[config.mk]
export PLATFORM = sky130hd
export DESIGN_NAME = fvof_cell
export DESIGN_NICKNAME = d
export VERILOG_FILES = /design/src/hdl/fvof_pkg.sv /design/src/hdl/fvof_cell.sv
export SDC_FILE = /design/constraint.sdc
export NUM_CORES = 1
export LEC_CHECK = 0
export ABC_AREA = 1
export BUFFER_PORTS_ARGS = -buffer_cell sky130_fd_sc_hd__buf_2
export CORE_MARGIN = 2
export CORE_UTILIZATION = 50
export DETAILED_ROUTE_END_ITERATION = 8
export GPL_ROUTABILITY_DRIVEN = 0
export PLACE_DENSITY = 0.72
export SLEW_MARGIN = 20
export SYNTH_ARGS = -nofsm -noshare
export SYNTH_HDL_FRONTEND = slang
export SYNTH_SLANG_ARGS = --single-unit
[constraint.sdc]
create_clock -name clock -period 14.87 [get_ports clock]
set_input_delay 0.7435 -clock clock [delete_from_list [all_inputs] [get_ports clock]]
set_output_delay 0.7435 -clock clock [all_outputs]
set_load 0.02 [all_outputs]
[src/hdl/fvof_pkg.sv]
package fvof_pkg;

   localparam logic [1:0] CMD_CLEAR = 2'd0;
   localparam logic [1:0] CMD_LOAD  = 2'd1;
   localparam logic [1:0] CMD_VOTE  = 2'd2;
   localparam logic [1:0] CMD_QUERY = 2'd3;

   localparam logic [1:0] CSR_DIFF_THRESHOLD = 2'd0;
   localparam logic [1:0] CSR_MIN_POSITIVE   = 2'd1;
   localparam logic [1:0] CSR_POSITIVE_RATIO = 2'd2;
   localparam logic [1:0] CSR_BIN_SHIFT      = 2'd3;

   localparam int unsigned COUNT_W = 10;
   localparam logic [COUNT_W-1:0] COUNT_MAX = '1;

   typedef struct packed {
      logic [1:0]  cmd;
      logic [15:0] first_x;
      logic [15:0] first_y;
      logic [15:0] second_x;
      logic [15:0] second_y;
      logic [9:0]  query_index;
   } req_type;

   typedef struct packed {
      logic        is_summary;
      logic [9:0]  match_index;
      logic        keep;
      logic [9:0]  positive_votes;
      logic [9:0]  total_votes;
      logic [10:0] kept_total;
   } rsp_type;

   // One stored match: flow and grid bin.
   typedef struct packed {
      logic               valid;
      logic signed [16:0] dx;
      logic signed [16:0] dy;
      logic [7:0]         bx;
      logic [7:0]         by;
   } match_type;

   typedef struct packed {
      logic        clear;
      logic        load;
      logic        vote_start;
      logic        rotate;
      logic        count_en;
      logic        decide;
      logic        disabled;
      logic [15:0] diff_threshold;
      logic [9:0]  min_votes;
      logic [8:0]  ratio;
   } ctrl_type;

endpackage

[src/hdl/fvof_cell.sv]
module fvof_cell
   import fvof_pkg::*;
(
   input  logic                clock,
   input  logic                reset,
   input  ctrl_type            ctrl,
   input  logic                sel,
   input  match_type           load_match,
   input  match_type           travel_in,
   output match_type           travel_out,
   input  logic [10:0]         acc_in,
   output logic [10:0]         acc_out,
   output logic                keep,
   output logic [COUNT_W-1:0]  pos_count,
   output logic [COUNT_W-1:0]  tot_count
);

   match_type          home_ff;
   match_type          travel_ff;
   logic               valid_ff;
   logic               keep_ff;
   logic [COUNT_W-1:0] pos_ff;
   logic [COUNT_W-1:0] tot_ff;
   logic [10:0]        acc_ff;

   match_type          home_vote;
   logic signed [17:0] ddx;
   logic signed [17:0] ddy;
   logic [17:0]        adx;
   logic [17:0]        ady;
   logic [18:0]        flow_gap;
   logic               adjacent;
   logic               pair_ok;
   logic [18:0]        need_full;
   logic [COUNT_W:0]   need;

   always_comb begin
      home_vote = home_ff;
      home_vote.valid = valid_ff;
      ddx = 18'(travel_in.dx) - 18'(home_ff.dx);
      ddy = 18'(travel_in.dy) - 18'(home_ff.dy);
      adx = ddx[17] ? 18'(-ddx) : 18'(ddx);
      ady = ddy[17] ? 18'(-ddy) : 18'(ddy);
      flow_gap = 19'(adx) + 19'(ady);
      adjacent = ((travel_in.bx >= home_ff.bx) ? (travel_in.bx - home_ff.bx) <= 8'd1
                                               : (home_ff.bx - travel_in.bx) <= 8'd1) &&
                 ((travel_in.by >= home_ff.by) ? (travel_in.by - home_ff.by) <= 8'd1
                                               : (home_ff.by - travel_in.by) <= 8'd1);
      pair_ok = ctrl.count_en && valid_ff && travel_in.valid && adjacent;
      need_full = 19'(tot_ff) * 19'(ctrl.ratio);
      need = need_full[8 +: COUNT_W+1];
   end

   always_ff @(posedge clock) begin
      if (reset) begin
         valid_ff <= 1'b0;
         keep_ff  <= 1'b0;
         pos_ff   <= '0;
         tot_ff   <= '0;
         acc_ff   <= '0;
      end else begin
         acc_ff <= acc_in + 11'(keep_ff);
         if (ctrl.clear) begin
            valid_ff <= 1'b0;
         end else if (ctrl.load && sel) begin
            home_ff  <= load_match;
            valid_ff <= 1'b1;
            keep_ff  <= 1'b0;
            pos_ff   <= '0;
            tot_ff   <= '0;
         end else if (ctrl.vote_start) begin
            travel_ff <= home_vote;
            pos_ff <= '0;
            tot_ff <= '0;
         end else if (ctrl.rotate) begin
            travel_ff <= travel_in;
            if (pair_ok) begin
               if (tot_ff != COUNT_MAX) tot_ff <= tot_ff + 1'b1;
               if (flow_gap < 19'(ctrl.diff_threshold) && pos_ff != COUNT_MAX)
                  pos_ff <= pos_ff + 1'b1;
            end
         end else if (ctrl.decide) begin
            keep_ff <= valid_ff && (ctrl.disabled || pos_ff >= ctrl.min_votes ||
                                    {1'b0, pos_ff} >= need);
         end
      end
   end

   assign travel_out = travel_ff;
   assign acc_out    = acc_ff;
   assign keep       = keep_ff;
   assign pos_count  = pos_ff;
   assign tot_count  = tot_ff;

endmodule

==> impl_results.md, run 1 <==
* Status: complete, no violations
* Share of layout cells above drive strength 1 at 13.85%
* Max clock buf depth at 2
* PwrDens at 94.00 nW/um^2
* Initial antenna violation count at 11
* Largest cells by area after synthesis: edfxtp_1 22%, ha_1 14%, nand2_1 14%, inv_1 9.5%, fa_1 8.9%
* Post-CTS Resized at 0
* Hold-fix buffers, CTS at 0
* Worst hold endpoint: home_ff[14]
* Slew Limit Fails at 0
* Pre-antenna DRT Iters at 5
* Number of global-route vias before repair at 12.62k
* Multiplexer share of the synthesized area at 0%
* Synth Instances at 1952
* Relative slew slack at 41.53%
* Clock skew at 7.920 ps
* Gr ovfl total at 0
* Total setup buffers inserted after CTS at 0
* Final min period at 6188 ps
* Design Power at 1521 uW
* Register-to-register setup slack at 8680 ps
* CP endpoint kind: register
* # IOs at 241
* Fin. Hold Viols at 0
* First-pass GRT wire length at 59.20 mm
* Mapped cell area at 14100 sq um
* R2r startpoint: tot_count[9]
* Fraction of registers with async set/reset at 0%
* Port buffer count at 239
* Most frequent cell after synthesis: nand2_1
* Overall routing resource usage at 24.98%
* Final WL at 35.76 mm
* Initial Util at 50.76%
* DRT iter0 DRCs at 823
* Core Area at 27780 sq um
* Synthesized area per cell at 7.225 sq um
* Top-area cell type share of the netlist area at 21.51%
* Die area at 29560 sq um
* Count of state elements after synthesis at 134
* Post-DP HPWL at 28.42 mm
* Reg-to-Reg End: keep
* Maxcap violations at 0
* Vias at 13.14k
* Highest Clock Rate at 0.1616 GHz
* Mapped Nets at 2331
* Worst-Skew Late Latency at 430 ps
* Setup TNS at 0 ps
* DRC viols at 0
* Min-Delay Startpoint: load_match[14]
* Worst vdd ir at 0.07972 mV
* Fin nets at 2547
* Seq/Total Area, Yosys at 26.19%
* Die Y at 171.9 microns
* Die width at 171.9 microns
* Drt via density at 5.122
* Final hold slack at 480.5 ps
* Static Leak at 0.008644 uW
* Critical path arrival at 6540 ps
* Most instantiated cells after synthesis: 524 x nand2_1, 357 x inv_1, 158 x ha_1
* Post-Synth Simple-Gate Area at 25.15%
* Main combinational cell family by area after synthesis: simple AND/OR/NAND/NOR gates
* H-tree lvl count at 4
* TritonCTS clock tree: done
* Design Area, Final at 16180 sq um
* Synth-to-layout area growth at 14.70%
* Final ANT Viol Nets at 0
* Worst-path clk slew at 60 ps
* Area after DPL at 15590 sq um
* Area leader, netlist: edfxtp_1
* Adder-Cell Fraction of Synth Area at 22.96%
* Maximum number of pins on one net before global-route repair at 67
* CTS sink cnt at 134
* Crit Path Class: reg -> reg
* Clock Root Buffer: clkbuf_16
* CP max FO at 13
* R2R depth at 26
* RSZ-0062 raised after global routing: false
* Hold depth at 1
* Worst Max-Slew Pin Slew at 877.0 ps
* Post-synthesis cell type count at 44
* Final setup fails at 0
* Complex-gate fraction of the synthesized area at 9.981%
* Number of synthesized flops with an enable pin at 101
* # rows at 61
* Num CTS Buffers at 17
* Post-synthesis xor/xnor area fraction at 4.463%
* Most used flip-flop cell after synthesis: edfxtp_1
* WP data required at 15220 ps
* Min-delay worst type: in -> reg
* WL/cell at 13.94 microns
* Warnings, synthesis at 0
* Crit share post-route at 41.61%
* Worst Setup Start Kind: register
[sequential cells by signal, summed over array words and instances, names as in the netlist]
name and cells:
travel_out 51, acc_out 11, valid_ff 1, home_ff 50, keep 1, pos_count 10, tot_count 10
[metrics by stage]
| step | instances | utilization (%) | worst slack (ps) |
|---|---|---|---|
| floorplan | 1952 | - | 9023 |
| global placement | 2527 | 56.13 | 8655 |
| detailed placement | 2527 | 56.13 | 8526 |
| CTS | 2559 | 58.17 | 8686 |
| global route | 2563 | 58.21 | 8257 |
| finish | 2565 | 58.22 | 8682 |
[placed cells by master, fill, tap and decap left out, types with 3 or more instances in the layout]
| master | netlist | layout |
|---|---|---|
| diode_2 | 0 | 6 |
| inv_2 | 7 | 7 |
| nand2_2 | 7 | 7 |
| clkbuf_16 | 0 | 19 |
| clkinv_4 | 0 | 3 |
| a21o_1 | 9 | 9 |
| nand4_1 | 25 | 25 |
| o211ai_1 | 3 | 3 |
| fa_1 | 63 | 63 |
| buf_4 | 5 | 3 |
| a21oi_2 | 4 | 4 |
| nor2_1 | 149 | 147 |
| nand2_1 | 524 | 524 |
| xor2_1 | 47 | 47 |
| inv_4 | 0 | 3 |
| a21boi_0 | 4 | 4 |
| inv_1 | 357 | 356 |
| ha_1 | 158 | 158 |
| nand3b_1 | 11 | 11 |
| nand3_1 | 107 | 107 |
| clkinv_2 | 0 | 3 |
| dfxtp_1 | 33 | 33 |
| edfxtp_1 | 101 | 101 |
| o21ai_0 | 88 | 88 |
| buf_2 | 5 | 239 |
| o31ai_1 | 3 | 3 |
| o21bai_1 | 4 | 4 |
| o21a_1 | 8 | 8 |
| nor4_1 | 6 | 6 |
| xnor2_1 | 23 | 23 |
| a21oi_1 | 123 | 123 |
| nor3_1 | 23 | 23 |
[worst max-delay path by stage]
| stage | from | end | slack (ps) |
|---|---|---|---|
| floorplan | ctrl[2] | keep | 9020 |
| finish | tot_count[9] | keep | 8680 |
| CTS | tot_count[9] | keep | 8690 |
| global route | tot_count[6] | keep | 8260 |
| global placement | ctrl[2] | keep | 8650 |
| detailed placement | ctrl[0] | keep | 8530 |
[where the power goes]
group	switching, uW	total, uW	internal, uW
registers	17.6	439	421
clock network	177	417	240
logic	406	664	258
[routing by layer]
layer,up-vias,wire length (microns),GRT usage (%)
li1,6672,-,-
met1,6018,15740,31.80
met2,383,16850,42.55
met3,54,2469,5.928
met4,10,649,6.723
met5,-,55,0
[cells by family (layout without fill, tap and decap cells)]
| kind of cell | count (synthesis) | count (layout) |
|---|---|---|
| adder cells (fa/ha/maj) | 221 | 221 |
| AND/OR/NAND/NOR | 859 | 859 |
| XOR/XNOR | 71 | 71 |
| AO/OA/AOI/OAI | 257 | 257 |
| other | 0 | 6 |
| buffers and inverters | 410 | 639 |
| flip-flops | 134 | 134 |
[layout make-up]
type | instances | area, sq um
fillers | 2642 | 11610
clock buffers | 23 | 503.0
repair buffers | 242 | 1219
multi-input cells | 1408 | 8837
clock inverters | 9 | 63.81
flip-flops and latches | 134 | 3694
inverters | 365 | 1371
well taps | 378 | 473.0
diodes | 6 | 15.01
[critical path: stages, from the launching register on]
cell and delay, ps:
dfxtp_1 660, nand2_1 160, fa_1 560, inv_1 60, fa_1 500, inv_1 60, fa_1 540, inv_1 50
fa_1 450, ha_1 340, a21oi_1 170, o21a_1 130, nand2_1 110, a21o_1 220, a21boi_0 310, o21ai_0 210
xnor2_1 170, ha_1 300, nand2_1 50, or3_1 330, nand2_1 70, nor2_1 40, o21ai_0 170, nand2_1 70
nand2_1 130, nand2_1 70, a21oi_1 170
Power figures use the tool's default switching activity.
==> inputs of run 2 (changes only) <==
--- a/config.mk
+++ b/config.mk
@@ -11,7 +11,7 @@
 export CORE_UTILIZATION = 50
 export DETAILED_ROUTE_END_ITERATION = 8
 export GPL_ROUTABILITY_DRIVEN = 0
-export PLACE_DENSITY = 0.72
+export PLACE_DENSITY = 0.75
 export SLEW_MARGIN = 20
 export SYNTH_ARGS = -nofsm -noshare
 export SYNTH_HDL_FRONTEND = slang
==> constraint.sdc (replaced) <==
create_clock -name clock -period 5.2 [get_ports clock]
set_input_delay 0.26 -clock clock [delete_from_list [all_inputs] [get_ports clock]]
set_output_delay 0.26 -clock clock [all_outputs]
set_load 0.02 [all_outputs]
==> run 2 against run 1 <==
The flow now finishes with violations (setup timing); combinational power grew to 3.9 times the previous value; wire length is 16% higher; power grew to 3.4 times the previous value; non-clock buffer count is 136 higher; maximum frequency is 19% higher; setup slack worse by 8700 ps; via count is 8.5% higher; critical path type unchanged; critical endpoint is now pos_count[5]; highest routed layer unchanged.
==> impl_results.md, run 2 (synthesis gave the netlist of run 1 again) <==
* Status: finished, violations left
* Failing checks: setup timing
* Crit share post-route at 100.4%
* First-pass GRT wire length at 60.16 mm
* Die width at 171.9 microns
* Fin. Hold Viols at 0
* Vias at 14.26k
* Final WL at 41.58 mm
* Port buffer count at 239
* Final setup fails at 3
* Gr ovfl total at 0
* CP max FO at 5
* Most common cell after layout, fill and taps aside: nand2_1
* DRT iter0 DRCs at 1011
* Clock skew at 12.77 ps
* CP endpoint kind: register
* M1 GR Usage at 31.11%
* Die area at 29560 sq um
* Worst Max-Slew Pin Slew at 994.5 ps
* Number of global-route vias before repair at 13.14k
* Highest Clock Rate at 0.1916 GHz
* Min-delay worst type: in -> reg
* Met3 usage at 5.653%
* Static Leak at 0.009434 uW
* Most Frequent Cell on Critical Path: nand2_1
* Share of layout cells above drive strength 1 at 25.41%
* Most crowded layer after global routing: met2
* Post-DP HPWL at 29.79 mm
* Design Area, Final at 18480 sq um
* Final hold slack at 13.80 ps
* Area after DPL at 16090 sq um
* Min-Delay Startpoint: load_match[19]
* Footprint of the multi-input gates at 9891 sq um
* Final worst setup slack at -20.41 ps
* H-tree lvl count at 4
* WP data required at 5520 ps
* Reg-to-Reg End: pos_count[5]
* Most frequent cells in the layout: 486 x nand2_1, 342 x inv_1, 239 x buf_2, 124 x nor2_1, 118 x ha_1
* Met2 Resource Use GR at 43.46%
* DRC viols at 0
* Setup TNS at -43.23 ps
* Slew Limit Fails at 0
* Overall routing resource usage at 25.56%
* # rows at 61
* R2R depth at 29
* Worst hold endpoint: home_ff[19]
* Final min period at 5220 ps
* Critical path arrival at 5540 ps
* Reg area at 3721 sq um
* # IOs at 241
* TritonCTS clock tree: done
* Clock Root Buffer: clkbuf_16
* Max clock buf depth at 2
* Largest stage delay on the critical path at 440 ps
* Maximum number of pins on one net before global-route repair at 67
* Initial antenna violation count at 6
* Worst vdd ir at 0.2706 mV
* Hold depth at 1
* CP Launch Point: home_ff[33]
* Core Area at 27780 sq um
* Fillers at 2228
* Num CTS Buffers at 17
* Drt via density at 5.282
* Crit Path Class: reg -> reg
* Pre-antenna DRT Iters at 8
* Register-to-register setup slack at -20 ps
* PwrDens at 277.9 nW/um^2
* Initial Util at 50.76%
* CTS sink cnt at 134
* RSZ-0062 raised after global routing: true
* Worst Setup Start Kind: register
* Fin nets at 2684
* Worst-path cell with the longest stage delay: edfxtp_1
* Worst-path clk slew at 70 ps
* Largest register FFs at 51
* WL/cell at 15.41 microns
* Relative slew slack at 33.54%
* Synth-to-layout area growth at 31.05%
* Maxcap violations at 0
* Worst-Skew Late Latency at 440 ps
* R2r startpoint: home_ff[33]
* Final ANT Viol Nets at 0
* Die Y at 171.9 microns
==> run 2: timing repair <==
action | 4_1_cts | 5_1_grt
hold buffers | 39 | 1
cloned | 0 | 4
endpoints found under the hold margin | 39 | 1
buffers inserted | 1 | 31
pin swaps | 2 | 93
setup endpoints to repair | 11 | 11
resized for setup | 9 | 232
==> run 2: layer usage <==
metal	routed length [microns]	up-vias	part of all wire, %
li1	-	6939	-
met1	16830	6581	40
met2	20190	596	49
met3	2860	133	6.9
met4	1674	6	4.0
met5	34	-	0.082
==> run 2: worst max-delay path: cells and delay by family (launching register included) <==
kind	cells	cell delay (ps)
DFF	1	440
and+or+nand+nor	15	1750
xor gates and xnor gates	3	430
buffers and inverters	2	310
AOI/OAI and AO/OA	5	890
adders and majority gates	4	1240
==> run 2: area by class of cell <==
cell class	instances	share of cell area, %
inverters	365	7.454
repair buffers	378	13.02
multi-input cells	1409	53.52
clock inverters	13	0.9343
flip-flops and latches	134	20.13
diodes	3	0.04062
clock buffers	19	2.342
well taps	378	2.559
==> run 2: power breakdown <==
part	total [uW]	switching, uW	internal (uW)	leakage, uW
logic	2600	1480	1120	0.00794
registers	1250	43.1	1200	0.00121
clock network	1290	527	762	0.000293
total	5140	2050	3090	0.00943
==> run 2: worst max-delay path by stage <==
stage | endpoint | slack [ps]
2_1_floorplan | keep | 7
3_3_place_gp | keep | -40
3_5_place_dp | keep | -140
4_1_cts | keep | 1
5_1_grt | pos_count[2] | -310
6_report | pos_count[5] | -20
==> run 2: through the flow <==
stage                     power [uW]  instances  worst slack (ps)  utilization (%)
after floorplan                 2720       1952             7.010                -
after global placement          3178       2588            -40.67            57.90
after detailed placement        3250       2588            -138.3            57.90
after CTS                       4580       2660             1.285            61.63
after global routing            5468       2698            -312.5            66.52
final                           5137       2699            -20.41            66.52
